==> config.mk <==
export PLATFORM = sky130hd
export DESIGN_NAME = gaze_gesture_dialer_controller
export DESIGN_NICKNAME = d
export VERILOG_FILES = /design/src/gzd_pkg.sv /design/src/gzd_ram.sv /design/src/gzd_ctrl.sv /design/src/gzd_datapath.sv /design/src/gaze_gesture_dialer_controller.sv
export SDC_FILE = /design/constraint.sdc
export NUM_CORES = 1
export LEC_CHECK = 0
export BUFFER_PORTS_ARGS = -buffer_cell sky130_fd_sc_hd__buf_2
export CORE_ASPECT_RATIO = 0.7
export CORE_MARGIN = 2
export CORE_UTILIZATION = 41
export CTS_CLUSTER_SIZE = 40
export DETAILED_ROUTE_END_ITERATION = 8
export GPL_TIMING_DRIVEN = 0
export PLACE_DENSITY = 0.65
export REMOVE_ABC_BUFFERS = 1
export SETUP_SLACK_MARGIN = 0.5
export SKIP_CTS_REPAIR_TIMING = 1
export SLEW_MARGIN = 20
export SYNTH_ARGS = -nofsm -noshare
export SYNTH_HDL_FRONTEND = slang
export SYNTH_HIERARCHICAL = 1
export SYNTH_SLANG_ARGS = --single-unit
==> constraint.sdc <==
create_clock -name aclk -period 19.25 [get_ports aclk]
set_input_delay 1.925 -clock aclk [delete_from_list [all_inputs] [get_ports aclk]]
set_output_delay 1.925 -clock aclk [all_outputs]
set_load 0.05 [all_outputs]
==> src/gzd_pkg.sv <==
package gzd_pkg;

    // Sizes
    localparam int HISTORY_DEPTH = 8;
    localparam int MAX_DIGITS    = 16;
    localparam int POS_W         = 16;
    localparam int HIST_AW       = (HISTORY_DEPTH > 1) ? $clog2(HISTORY_DEPTH) : 1;
    localparam int HIST_CW       = $clog2(HISTORY_DEPTH + 1);
    localparam int SUM_W         = POS_W + HIST_AW;
    localparam int DFILL_W       = 5;
    localparam int PACKED_W      = 64;

    // Configuration port
    localparam int CFG_IW = 3;
    localparam int CFG_DW = 15;

    // Stream widths
    localparam int S_TDATA_W = 2 * POS_W;
    localparam int S_TUSER_W = 2;
    localparam int M_TDATA_W = 96;

    // Reset values of the configuration registers
    localparam logic [14:0] THRESHOLD_RESET = 15'd3932;
    localparam logic [7:0]  DEBOUNCE_RESET  = 8'd10;
    localparam logic [7:0]  RELOAD_RESET    = 8'd74;
    localparam logic [7:0]  GAIN_RESET      = 8'd37;
    localparam logic [7:0]  GOAL_RESET      = 8'd125;
    localparam logic [3:0]  HLEN_RESET      = 4'd5;

    // Choice codes
    localparam logic [3:0] CHOICE_DELETE   = 4'd10;
    localparam logic [3:0] CHOICE_CALL     = 4'd11;
    localparam logic [3:0] CHOICE_YES      = 4'd1;
    localparam logic [3:0] INPUT_CHOICES   = 4'd12;
    localparam logic [3:0] CONFIRM_CHOICES = 4'd2;

    typedef enum logic [1:0] {
        OP_SAMPLE = 2'd0,
        OP_TICK   = 2'd1,
        OP_NEXT   = 2'd2,
        OP_PREV   = 2'd3
    } op_t;

    typedef enum logic [CFG_IW-1:0] {
        CFG_THRESHOLD = 3'd0,
        CFG_DEBOUNCE  = 3'd1,
        CFG_RELOAD    = 3'd2,
        CFG_GAIN      = 3'd3,
        CFG_GOAL      = 3'd4,
        CFG_HLEN      = 3'd5
    } cfg_idx_t;

    // Controller to datapath
    typedef struct packed {
        logic load;
        logic rd_en;
        logic finish;
    } gzd_cmd_t;

    // Datapath to controller
    typedef struct packed {
        logic               need_sum;
        logic [HIST_CW-1:0] win_n;
        logic               out_free;
    } gzd_status_t;

endpackage

==> src/gzd_ram.sv <==
module gzd_ram #(
    parameter int WIDTH = 16,
    parameter int DEPTH = 8
) (
    input  logic                     aclk,
    input  logic                     wr_en,
    input  logic [$clog2(DEPTH)-1:0] wr_addr,
    input  logic [WIDTH-1:0]         wr_data,
    input  logic                     rd_en,
    input  logic [$clog2(DEPTH)-1:0] rd_addr,
    output logic [WIDTH-1:0]         rd_data
);

    logic [WIDTH-1:0] mem [DEPTH];
    logic [WIDTH-1:0] rd_data_reg;

    always_ff @(posedge aclk) begin
        if (wr_en) begin
            mem[wr_addr] <= wr_data;
        end
        if (rd_en) begin
            rd_data_reg <= mem[rd_addr];
        end
    end

    assign rd_data = rd_data_reg;

endmodule

==> src/gzd_ctrl.sv <==
module gzd_ctrl (
    input  logic                aclk,
    input  logic                aresetn,
    input  logic                s_tvalid,
    output logic                s_tready,
    input  gzd_pkg::gzd_status_t status,
    output gzd_pkg::gzd_cmd_t    cmd
);

    typedef enum logic [2:0] {
        S_IDLE,
        S_DISPATCH,
        S_SUM,
        S_DRAIN,
        S_FINISH
    } state_t;

    state_t                      state_reg, state_next;
    logic [gzd_pkg::HIST_CW-1:0] cnt_reg, cnt_next;

    always_comb begin
        state_next = state_reg;
        cnt_next   = cnt_reg;
        case (state_reg)
            S_IDLE: begin
                if (s_tvalid) begin
                    state_next = S_DISPATCH;
                end
            end
            S_DISPATCH: begin
                cnt_next   = '0;
                state_next = status.need_sum ? S_SUM : S_FINISH;
            end
            S_SUM: begin
                cnt_next = gzd_pkg::HIST_CW'(cnt_reg + 1'b1);
                if (cnt_next == status.win_n) begin
                    state_next = S_DRAIN;
                end
            end
            S_DRAIN: begin
                state_next = S_FINISH;
            end
            S_FINISH: begin
                if (status.out_free) begin
                    state_next = S_IDLE;
                end
            end
            default: begin
                state_next = S_IDLE;
            end
        endcase
    end

    always_ff @(posedge aclk) begin
        if (!aresetn) begin
            state_reg <= S_IDLE;
            cnt_reg   <= '0;
        end else begin
            state_reg <= state_next;
            cnt_reg   <= cnt_next;
        end
    end

    assign s_tready   = (state_reg == S_IDLE);
    assign cmd.load   = s_tvalid && (state_reg == S_IDLE);
    assign cmd.rd_en  = (state_reg == S_SUM);
    assign cmd.finish = (state_reg == S_FINISH) && status.out_free;

endmodule

==> src/gzd_datapath.sv <==
module gzd_datapath (
    input  logic                            aclk,
    input  logic                            aresetn,
    input  logic                            cfg_wr_en,
    input  logic [gzd_pkg::CFG_IW-1:0]      cfg_index,
    input  logic [gzd_pkg::CFG_DW-1:0]      cfg_wr_data,
    input  logic [gzd_pkg::S_TDATA_W-1:0]   s_tdata,
    input  logic [gzd_pkg::S_TUSER_W-1:0]   s_tuser,
    input  gzd_pkg::gzd_cmd_t               cmd,
    output gzd_pkg::gzd_status_t            status,
    output logic                            m_tvalid,
    input  logic                            m_tready,
    output logic [gzd_pkg::M_TDATA_W-1:0]   m_tdata
);

    localparam int DW      = gzd_pkg::MAX_DIGITS * 4;
    localparam int PROD_W  = 17 + gzd_pkg::HIST_CW;
    localparam int AW      = gzd_pkg::HIST_AW;
    localparam int CW      = gzd_pkg::HIST_CW;
    localparam int FW      = gzd_pkg::DFILL_W;
    localparam int Depth   = gzd_pkg::HISTORY_DEPTH;

    localparam logic [1:0] MOVE_CENTER = 2'd0;
    localparam logic [1:0] MOVE_LEFT   = 2'd1;
    localparam logic [1:0] MOVE_RIGHT  = 2'd2;

    localparam logic [1:0] MODE_WAIT    = 2'd0;
    localparam logic [1:0] MODE_INPUT   = 2'd1;
    localparam logic [1:0] MODE_CONFIRM = 2'd2;

    localparam logic [2:0] EV_NONE    = 3'd0;
    localparam logic [2:0] EV_PUSH    = 3'd1;
    localparam logic [2:0] EV_DELETE  = 3'd2;
    localparam logic [2:0] EV_CONFIRM = 3'd3;
    localparam logic [2:0] EV_ACCEPT  = 3'd4;
    localparam logic [2:0] EV_DECLINE = 3'd5;

    localparam logic [16:0] CENTER_POS = 17'd32768;

    // Step the choice one place forward or back, wrapping in the mode's range.
    function automatic logic [3:0] step_choice(input logic [1:0] m, input logic [3:0] c,
                                               input logic fwd);
        logic [3:0] limit;
        logic [3:0] cur;
        limit = (m == MODE_INPUT) ? gzd_pkg::INPUT_CHOICES : gzd_pkg::CONFIRM_CHOICES;
        cur   = (c >= limit) ? 4'd0 : c;
        if (fwd) begin
            step_choice = (cur == limit - 4'd1) ? 4'd0 : cur + 4'd1;
        end else begin
            step_choice = (cur == 4'd0) ? limit - 4'd1 : cur - 4'd1;
        end
    endfunction

    // Configuration
    logic [14:0] thr_reg;
    logic [7:0]  deb_ticks_reg;
    logic [7:0]  reload_reg;
    logic [7:0]  gain_reg;
    logic [7:0]  goal_reg;
    logic [3:0]  hlen_reg;

    // Block state
    logic [1:0]    mode_reg, mode_next;
    logic [3:0]    choice_reg, choice_next;
    logic [CW-1:0] fill_reg, fill_next;
    logic [AW-1:0] head_reg, head_next;
    logic [7:0]    deb_reg, deb_next;
    logic [7:0]    cd_reg, cd_next;
    logic [7:0]    pts_reg, pts_next;
    logic [1:0]    last_reg, last_next;
    logic [FW-1:0] dfill_reg, dfill_next;
    logic [DW-1:0] digits_reg, digits_next;

    // Item and window sum
    gzd_pkg::op_t                op_reg;
    logic [gzd_pkg::POS_W-1:0]   lx_reg, rx_reg;
    logic [gzd_pkg::SUM_W-1:0]   sum_reg;
    logic [AW-1:0]               rd_ptr_reg;
    logic [AW-1:0]               rd_prev;
    logic                        acc_pend_reg;
    logic [gzd_pkg::POS_W-1:0]   rd_data;
    logic [gzd_pkg::POS_W-1:0]   sample_val;
    logic                        ram_we;

    // Output register
    logic                           m_tvalid_reg;
    logic [gzd_pkg::M_TDATA_W-1:0]  m_tdata_reg;
    logic                           out_free;

    // Classification
    logic [CW-1:0]     wl;
    logic [CW-1:0]     win_n;
    logic [16:0]       lo_bound, hi_bound;
    logic [PROD_W-1:0] prod_lo, prod_hi, sum_ext;
    logic [1:0]        class_mv;

    logic [1:0]                   mv;
    logic [2:0]                   ev;
    logic [8:0]                   pts_sum;
    logic [gzd_pkg::PACKED_W-1:0] packed_vis;

    always_comb begin
        if (hlen_reg == 4'd0) begin
            wl = CW'(1);
        end else if (int'(hlen_reg) > Depth) begin
            wl = CW'(Depth);
        end else begin
            wl = CW'(hlen_reg);
        end
        win_n = (fill_reg < wl) ? fill_reg : wl;
    end

    // floor(sum/n) < lo  <=>  sum < n*lo ; floor(sum/n) > C+T  <=>  sum >= n*(C+T+1)
    always_comb begin
        lo_bound = CENTER_POS - {2'b00, thr_reg};
        hi_bound = CENTER_POS + {2'b00, thr_reg} + 17'd1;
        prod_lo  = PROD_W'(win_n) * PROD_W'(lo_bound);
        prod_hi  = PROD_W'(win_n) * PROD_W'(hi_bound);
        sum_ext  = PROD_W'(sum_reg);
        if (win_n == '0) begin
            class_mv = MOVE_CENTER;
        end else if (sum_ext < prod_lo) begin
            class_mv = MOVE_LEFT;
        end else if (sum_ext >= prod_hi) begin
            class_mv = MOVE_RIGHT;
        end else begin
            class_mv = MOVE_CENTER;
        end
    end

    assign rd_prev    = (rd_ptr_reg == '0) ? AW'(Depth - 1) : AW'(rd_ptr_reg - 1'b1);
    assign sample_val = gzd_pkg::POS_W'(({1'b0, lx_reg} + {1'b0, rx_reg}) >> 1);

    // Next state of one item; for a tick: countdown and commit, then gaze step, then point leak.
    always_comb begin
        mode_next   = mode_reg;
        choice_next = choice_reg;
        fill_next   = fill_reg;
        head_next   = head_reg;
        deb_next    = deb_reg;
        cd_next     = cd_reg;
        pts_next    = pts_reg;
        last_next   = last_reg;
        dfill_next  = dfill_reg;
        digits_next = digits_reg;
        mv          = MOVE_CENTER;
        ev          = EV_NONE;
        pts_sum     = '0;
        ram_we      = 1'b0;
        case (op_reg)
            gzd_pkg::OP_SAMPLE: begin
                ram_we    = 1'b1;
                head_next = (head_reg == AW'(Depth - 1)) ? '0 : AW'(head_reg + 1'b1);
                fill_next = (fill_reg < wl) ? CW'(fill_reg + 1'b1) : wl;
            end
            gzd_pkg::OP_TICK: begin
                if (cd_reg != 8'd0) begin
                    cd_next = cd_reg - 8'd1;
                end else begin
                    cd_next = reload_reg;
                    case (mode_reg)
                        MODE_INPUT: begin
                            if (choice_reg == gzd_pkg::CHOICE_DELETE) begin
                                if (dfill_reg != '0) begin
                                    dfill_next = dfill_reg - FW'(1);
                                    ev         = EV_DELETE;
                                end
                            end else if (choice_reg == gzd_pkg::CHOICE_CALL) begin
                                mode_next   = MODE_CONFIRM;
                                choice_next = 4'd0;
                                ev          = EV_CONFIRM;
                            end else if (choice_reg <= 4'd9 &&
                                         int'(dfill_reg) < gzd_pkg::MAX_DIGITS) begin
                                for (int k = 0; k < gzd_pkg::MAX_DIGITS; k++) begin
                                    if (FW'(k) == dfill_reg) begin
                                        digits_next[4*k +: 4] = choice_reg;
                                    end
                                end
                                dfill_next = dfill_reg + FW'(1);
                                ev         = EV_PUSH;
                            end
                        end
                        MODE_CONFIRM: begin
                            ev          = (choice_reg == gzd_pkg::CHOICE_YES) ? EV_ACCEPT
                                                                              : EV_DECLINE;
                            mode_next   = MODE_WAIT;
                            choice_next = 4'd0;
                            pts_next    = 8'd0;
                            last_next   = MOVE_CENTER;
                        end
                        default: begin
                            ev = EV_NONE;
                        end
                    endcase
                end

                if (deb_reg != 8'd0) begin
                    deb_next = deb_reg - 8'd1;
                end else begin
                    mv = class_mv;
                    if (mode_next == MODE_WAIT) begin
                        if (mv != MOVE_CENTER) begin
                            if (last_next != mv) begin
                                pts_sum  = {1'b0, pts_next} + {1'b0, gain_reg};
                                pts_next = pts_sum[8] ? 8'd255 : pts_sum[7:0];
                            end
                            if (pts_next >= goal_reg) begin
                                mode_next   = MODE_INPUT;
                                choice_next = 4'd0;
                                pts_next    = 8'd0;
                                last_next   = MOVE_CENTER;
                            end else begin
                                last_next = mv;
                            end
                        end
                    end else if (mv != MOVE_CENTER) begin
                        choice_next = step_choice(mode_next, choice_next, mv == MOVE_RIGHT);
                        cd_next     = reload_reg;
                    end
                    if (mv != MOVE_CENTER) begin
                        deb_next = deb_ticks_reg;
                    end
                end

                if (mode_next == MODE_WAIT && pts_next != 8'd0) begin
                    pts_next = pts_next - 8'd1;
                end
            end
            gzd_pkg::OP_NEXT, gzd_pkg::OP_PREV: begin
                if (mode_reg != MODE_WAIT) begin
                    choice_next = step_choice(mode_reg, choice_reg,
                                              op_reg == gzd_pkg::OP_NEXT);
                end
            end
            default: begin
                ram_we = 1'b0;
            end
        endcase

        packed_vis = '0;
        for (int k = 0; k < gzd_pkg::MAX_DIGITS; k++) begin
            if (FW'(k) < dfill_next) begin
                packed_vis[4*k +: 4] = digits_next[4*k +: 4];
            end
        end
    end

    gzd_ram #(
        .WIDTH (gzd_pkg::POS_W),
        .DEPTH (Depth)
    ) u_history (
        .aclk    (aclk),
        .wr_en   (cmd.finish && ram_we),
        .wr_addr (head_reg),
        .wr_data (sample_val),
        .rd_en   (cmd.rd_en),
        .rd_addr (rd_prev),
        .rd_data (rd_data)
    );

    always_ff @(posedge aclk) begin
        if (!aresetn) begin
            thr_reg       <= gzd_pkg::THRESHOLD_RESET;
            deb_ticks_reg <= gzd_pkg::DEBOUNCE_RESET;
            reload_reg    <= gzd_pkg::RELOAD_RESET;
            gain_reg      <= gzd_pkg::GAIN_RESET;
            goal_reg      <= gzd_pkg::GOAL_RESET;
            hlen_reg      <= gzd_pkg::HLEN_RESET;
            mode_reg      <= MODE_WAIT;
            choice_reg    <= '0;
            fill_reg      <= '0;
            head_reg      <= '0;
            deb_reg       <= '0;
            cd_reg        <= gzd_pkg::RELOAD_RESET;
            pts_reg       <= '0;
            last_reg      <= MOVE_CENTER;
            dfill_reg     <= '0;
            acc_pend_reg  <= 1'b0;
            m_tvalid_reg  <= 1'b0;
        end else begin
            if (cfg_wr_en) begin
                case (gzd_pkg::cfg_idx_t'(cfg_index))
                    gzd_pkg::CFG_THRESHOLD: thr_reg       <= cfg_wr_data[14:0];
                    gzd_pkg::CFG_DEBOUNCE:  deb_ticks_reg <= cfg_wr_data[7:0];
                    gzd_pkg::CFG_RELOAD:    reload_reg    <= cfg_wr_data[7:0];
                    gzd_pkg::CFG_GAIN:      gain_reg      <= cfg_wr_data[7:0];
                    gzd_pkg::CFG_GOAL:      goal_reg      <= cfg_wr_data[7:0];
                    gzd_pkg::CFG_HLEN:      hlen_reg      <= cfg_wr_data[3:0];
                    default: begin
                    end
                endcase
            end
            if (cmd.finish) begin
                mode_reg   <= mode_next;
                choice_reg <= choice_next;
                fill_reg   <= fill_next;
                head_reg   <= head_next;
                deb_reg    <= deb_next;
                cd_reg     <= cd_next;
                pts_reg    <= pts_next;
                last_reg   <= last_next;
                dfill_reg  <= dfill_next;
            end
            acc_pend_reg <= cmd.rd_en;
            if (cmd.finish) begin
                m_tvalid_reg <= 1'b1;
            end else if (m_tready) begin
                m_tvalid_reg <= 1'b0;
            end
        end
    end

    always_ff @(posedge aclk) begin
        if (cmd.load) begin
            op_reg     <= gzd_pkg::op_t'(s_tuser);
            lx_reg     <= s_tdata[gzd_pkg::POS_W-1:0];
            rx_reg     <= s_tdata[2*gzd_pkg::POS_W-1:gzd_pkg::POS_W];
            sum_reg    <= '0;
            rd_ptr_reg <= head_reg;
        end else begin
            if (cmd.rd_en) begin
                rd_ptr_reg <= rd_prev;
            end
            if (acc_pend_reg) begin
                sum_reg <= sum_reg + gzd_pkg::SUM_W'(rd_data);
            end
        end
        if (cmd.finish) begin
            digits_reg  <= digits_next;
            m_tdata_reg <= {pts_next, cd_next, packed_vis, dfill_next, ev, mv,
                            choice_next, mode_next};
        end
    end

    assign out_free        = !m_tvalid_reg || m_tready;
    assign status.need_sum = (op_reg == gzd_pkg::OP_TICK) && (deb_reg == 8'd0) &&
                             (win_n != '0);
    assign status.win_n    = win_n;
    assign status.out_free = out_free;
    assign m_tvalid        = m_tvalid_reg;
    assign m_tdata         = m_tdata_reg;

endmodule

==> src/gaze_gesture_dialer_controller.sv <==
// Channel   Direction  Ports                          Content
// s_        in         s_tvalid s_tready s_tdata       pupil sample, tick or key request
//                      s_tuser
// m_        out        m_tvalid m_tready m_tdata       dialer status after each request
// cfg_      in         cfg_wr_en cfg_index cfg_wr_data register writes, no read-back
//
// A sample, a key, or a tick with debounce running or an empty window goes
// through accept, dispatch and apply, and the next request is taken only after
// apply, which loads the result into the output register. A tick that classifies
// a filled window first sums n (1..8) entries, one per cycle from the history RAM.
// Reset (aresetn low, synchronous) loads the register defaults and empties
// the window and the digit buffer. A stalled result holds in the output
// register; the next request is taken meanwhile and waits at its final step.
module gaze_gesture_dialer_controller (
    input  logic                             aclk,
    input  logic                             aresetn,

    // Configuration writes
    input  logic                             cfg_wr_en,
    input  logic [gzd_pkg::CFG_IW-1:0]       cfg_index,
    input  logic [gzd_pkg::CFG_DW-1:0]       cfg_wr_data,

    // Requests
    input  logic                             s_tvalid,
    output logic                             s_tready,
    input  logic [gzd_pkg::S_TDATA_W-1:0]    s_tdata,   // left_x[15:0], right_x[31:16]
    input  logic [gzd_pkg::S_TUSER_W-1:0]    s_tuser,   // operation[1:0]

    // Results
    output logic                             m_tvalid,
    input  logic                             m_tready,
    // mode[1:0], choice_index[5:2], movement[7:6], commit_event[10:8],
    // digit_count[15:11], digits_packed[79:16], countdown_value[87:80],
    // unlock_points[95:88]
    output logic [gzd_pkg::M_TDATA_W-1:0]    m_tdata
);

    gzd_pkg::gzd_cmd_t    cmd;
    gzd_pkg::gzd_status_t status;

    // Sequence each request: accept, dispatch, sum the window when needed, apply.
    gzd_ctrl u_ctrl (
        .aclk     (aclk),
        .aresetn  (aresetn),
        .s_tvalid (s_tvalid),
        .s_tready (s_tready),
        .status   (status),
        .cmd      (cmd)
    );

    // Hold history, choice state, digits and the result register.
    gzd_datapath u_datapath (
        .aclk        (aclk),
        .aresetn     (aresetn),
        .cfg_wr_en   (cfg_wr_en),
        .cfg_index   (cfg_index),
        .cfg_wr_data (cfg_wr_data),
        .s_tdata     (s_tdata),
        .s_tuser     (s_tuser),
        .cmd         (cmd),
        .status      (status),
        .m_tvalid    (m_tvalid),
        .m_tready    (m_tready),
        .m_tdata     (m_tdata)
    );

endmodule
==> flow_metrics.py <==
metrics = {
    "worst_setup_path": {
        "criticalPathCategory": "reg -> reg",
        "critical_path_s_most_frequent_cell": "ha_1",
        "delay_contributed_by_the_slowest_stage_of_the_critical_path_ps": 770,
        "end_kind": "flop",
        "cpMaxStageDelayCell": "nor4_4",
        "timing.critical_path.required_ps": 19520,
        "crit_family": "compound AO/OA/AOI/OAI gates",
        "worst-path-buf-inv": 5,
        "cp.arrival_ps": 14260,
        "critical_path.max_fanout": 19,
        "setup.worst_path.start_class": "flop",
    },
    "pwr": {
        "worst_ir_drop_vdd_v": 0.00008112,
        "total_leakage_power_uw": 0.01209,
        "power-per-cell-area_nw_per_um2": 74.71,
    },
    "die": {
        "die_height_microns": 218.7,
        "std_cell_rows": 78,
        "dieWidth_microns": 310.7,
        "total_die_area_sq_um": 67950,
        "initial_cell_density_of_the_core": 0.4154,
        "design.core.area_sq_um": 65000,
        "io_pins": 155,
    },
    "sta": {
        "setup_violations": 0,
        "hold-worst-slack_ps": 463.1,
        "final.setup.tns_ps": 0,
        "timing_hold_violations_final": 0,
        "grt_setup_unrepaired": "false",
        "timing.clock.skew_ps": 59.17,
        "slew_headroom": 0.2665,
        "finalMaxSlewViolations": 0,
        "timing.final.crit_share": 0.7269,
        "clock.fmax_ghz": 0.07146,
        "worst-slew-pin-transition_ps": 1098,
        "fin_crit_ps": 13990,
    },
    "synthesis": {
        "synth_most_common_cell": "edfxtp_1",
        "ys_top_cells_by_count": "edfxtp_1, nand2_1, nor2_1",
        "synth-edff-count": 341,
        "syn-cell-area_sq_um": 27000,
        "postSynth.asyncResetShare": 0,
        "yosys_top_cell_area_share": 0.3793,
        "netlist_instances": 2566,
        "yosys.area_share.xor_xnor": 0.03017,
        "synth_largest_area_cell": "edfxtp_1",
        "synth-seq-cells": 464,
        "post_synth.cell_area_avg_sq_um": 10.52,
        "ys_top_cells_by_area": "edfxtp_1, dfxtp_1, ha_1",
        "synth_simple_gate_area_share": 0.1464,
        "yosys.cell_types.count": 91,
        "ys_warn_count": 6,
        "synth_top_family_by_area": "simple AND/OR/NAND/NOR gates",
        "synth_ff_type": "edfxtp_1",
        "adder_cell_fraction_of_synth_area": 0.1226,
        "synth.area.mux_share": 0.06442,
        "yosysSeqAreaShare": 0.4705,
        "synth_compound_area_frac": 0.1249,
    },
    "run_status": {
        "run_status": "complete, no violations",
    },
    "finish": {
        "multi_input_comb_area_sq_um": 13280,
        "sequential_cell_area_sq_um": 12700,
        "layout.filler_cells": 5967,
        "final_instance_area_sq_um": 30510,
        "num_antenna_cells": 0,
        "layout_area_overhead_pct": 13.00,
        "fin_nets": 2980,
        "post_route_cells_drive_above_1_share": 0.1347,
        "largest_reg_flops": 128,
    },
    "clock_network": {
        "tritoncts_clock_tree": "yes",
        "cts.sinks": 464,
        "max-clock-path-buffers": 3,
        "total_clock_buffers_created_by_cts": 46,
        "h-tree-depth": 2,
        "clock-root-buffer": "clkbuf_16",
        "clk_latency_ps": 630,
        "worst_setup_hold_path_clk_slew_ps": 60,
    },
    "worst_hold_path": {
        "hp-class": "reg -> reg",
    },
    "routing": {
        "maxUsedRoutingLayer": "met5",
        "routed-wl-met3_microns": 4464,
        "wl_met1_microns": 33080,
        "drt_pre_antenna_iters": 6,
        "dr_total_vias": 19880,
        "total_wirelength_of_the_detailed_routed_design_microns": 66970,
        "average_vias_per_placed_instance": 5.502,
        "drc_errors": 0,
        "first_iter_violations": 1852,
        "route.detailed.wl_per_inst_microns": 18.54,
        "drt.antenna.violating_nets": 0,
        "met2RoutedLength_microns": 28340,
    },
    "global_route": {
        "global_route_wire_length_before_repair_microns": 105600,
        "overflow": 0,
        "gr-usage-all-layers": 0.1946,
        "antenna_found_initial": 2,
        "grt_pass1_vias": 19200,
        "grt_max_degree": 61,
    },
    "job": {
        "timing.max_cap.violations": 0,
    },
    "placement": {
        "detailed_place_hpwl_microns": 49130,
        "gp_congestion": 0.8993,
        "portBuffers": 154,
        "dpl-instance-area_sq_um": 28920,
    },
}
## path summary, 6_finish.rpt
check / startpoint / end / depth (start not counted) / slack (ps)
worst min register to register: u_datapath/gain_reg[3] / u_datapath/gain_reg[3] / 2 / 460
worst max register to register: u_datapath/hlen_reg[1] / u_datapath/m_tdata[90] / 51 / 5260
worst max-delay path: u_datapath/hlen_reg[1] / u_datapath/m_tdata[90] / 51 / 5260
worst min-delay path: u_datapath/gain_reg[3] / u_datapath/gain_reg[3] / 2 / 460
## layer usage
metal,global-route usage,vias up
li1,-,9451
met3,0.03236,81
met1,0.2962,9727
met4,0.04541,2
met2,0.2875,617
met5,0,-
## layout make-up
class / instances / area share
clock buffer: 62 / 0.04183
clock inverter: 24 / 0.01005
inverter: 186 / 0.02288
multi-input combinational: 1822 / 0.4354
sequential: 464 / 0.4164
tap: 880 / 0.03609
timing repair buffer: 175 / 0.03736
## logic make-up (layout without fill, tap and decap cells)
family	Yosys count	in the layout
buffers and inverters	280	447
flip-flops	464	464
multiplexers	117	117
AO/OA/AOI/OAI	530	530
XOR/XNOR	93	93
adder cells (fa/ha/maj)	228	228
AND/OR/NAND/NOR	854	854
## stage by stage
stage | util | power [uW] | cells | worst slack, ps
3_3_place_gp | 0.4379 | 1358 | 3506 | 4238
4_1_cts | 0.4693 | 2302 | 3613 | 5608
2_1_floorplan | - | 1290 | 2472 | 7778
5_1_grt | 0.4694 | 2364 | 3613 | 4319
6_report | 0.4694 | 2279 | 3613 | 5257
3_5_place_dp | 0.4449 | 1366 | 3527 | 5654
## cells in the final DEF (no fill, tap or decap), types with 61 or more instances in the layout
master | synthesis | final
nand2_1 | 277 | 277
a21oi_1 | 158 | 158
nand3_1 | 71 | 71
edfxtp_1 | 341 | 341
dfxtp_1 | 123 | 122
inv_1 | 181 | 179
o21ai_0 | 130 | 130
nor2_1 | 261 | 254
buf_2 | 1 | 153
fa_1 | 61 | 61
ha_1 | 167 | 167
## tightest hold or removal path: stages (launching register included)
cell and delay [ps]:
dfxtp_1 310, nand2_1 50, a21oi_1 50
## report_power, final
group / switching (uW) / internal (uW)
registers: 12.4 / 1110
logic: 146 / 81.8
clock network: 406 / 527
(Power assumes the default switching activity.)
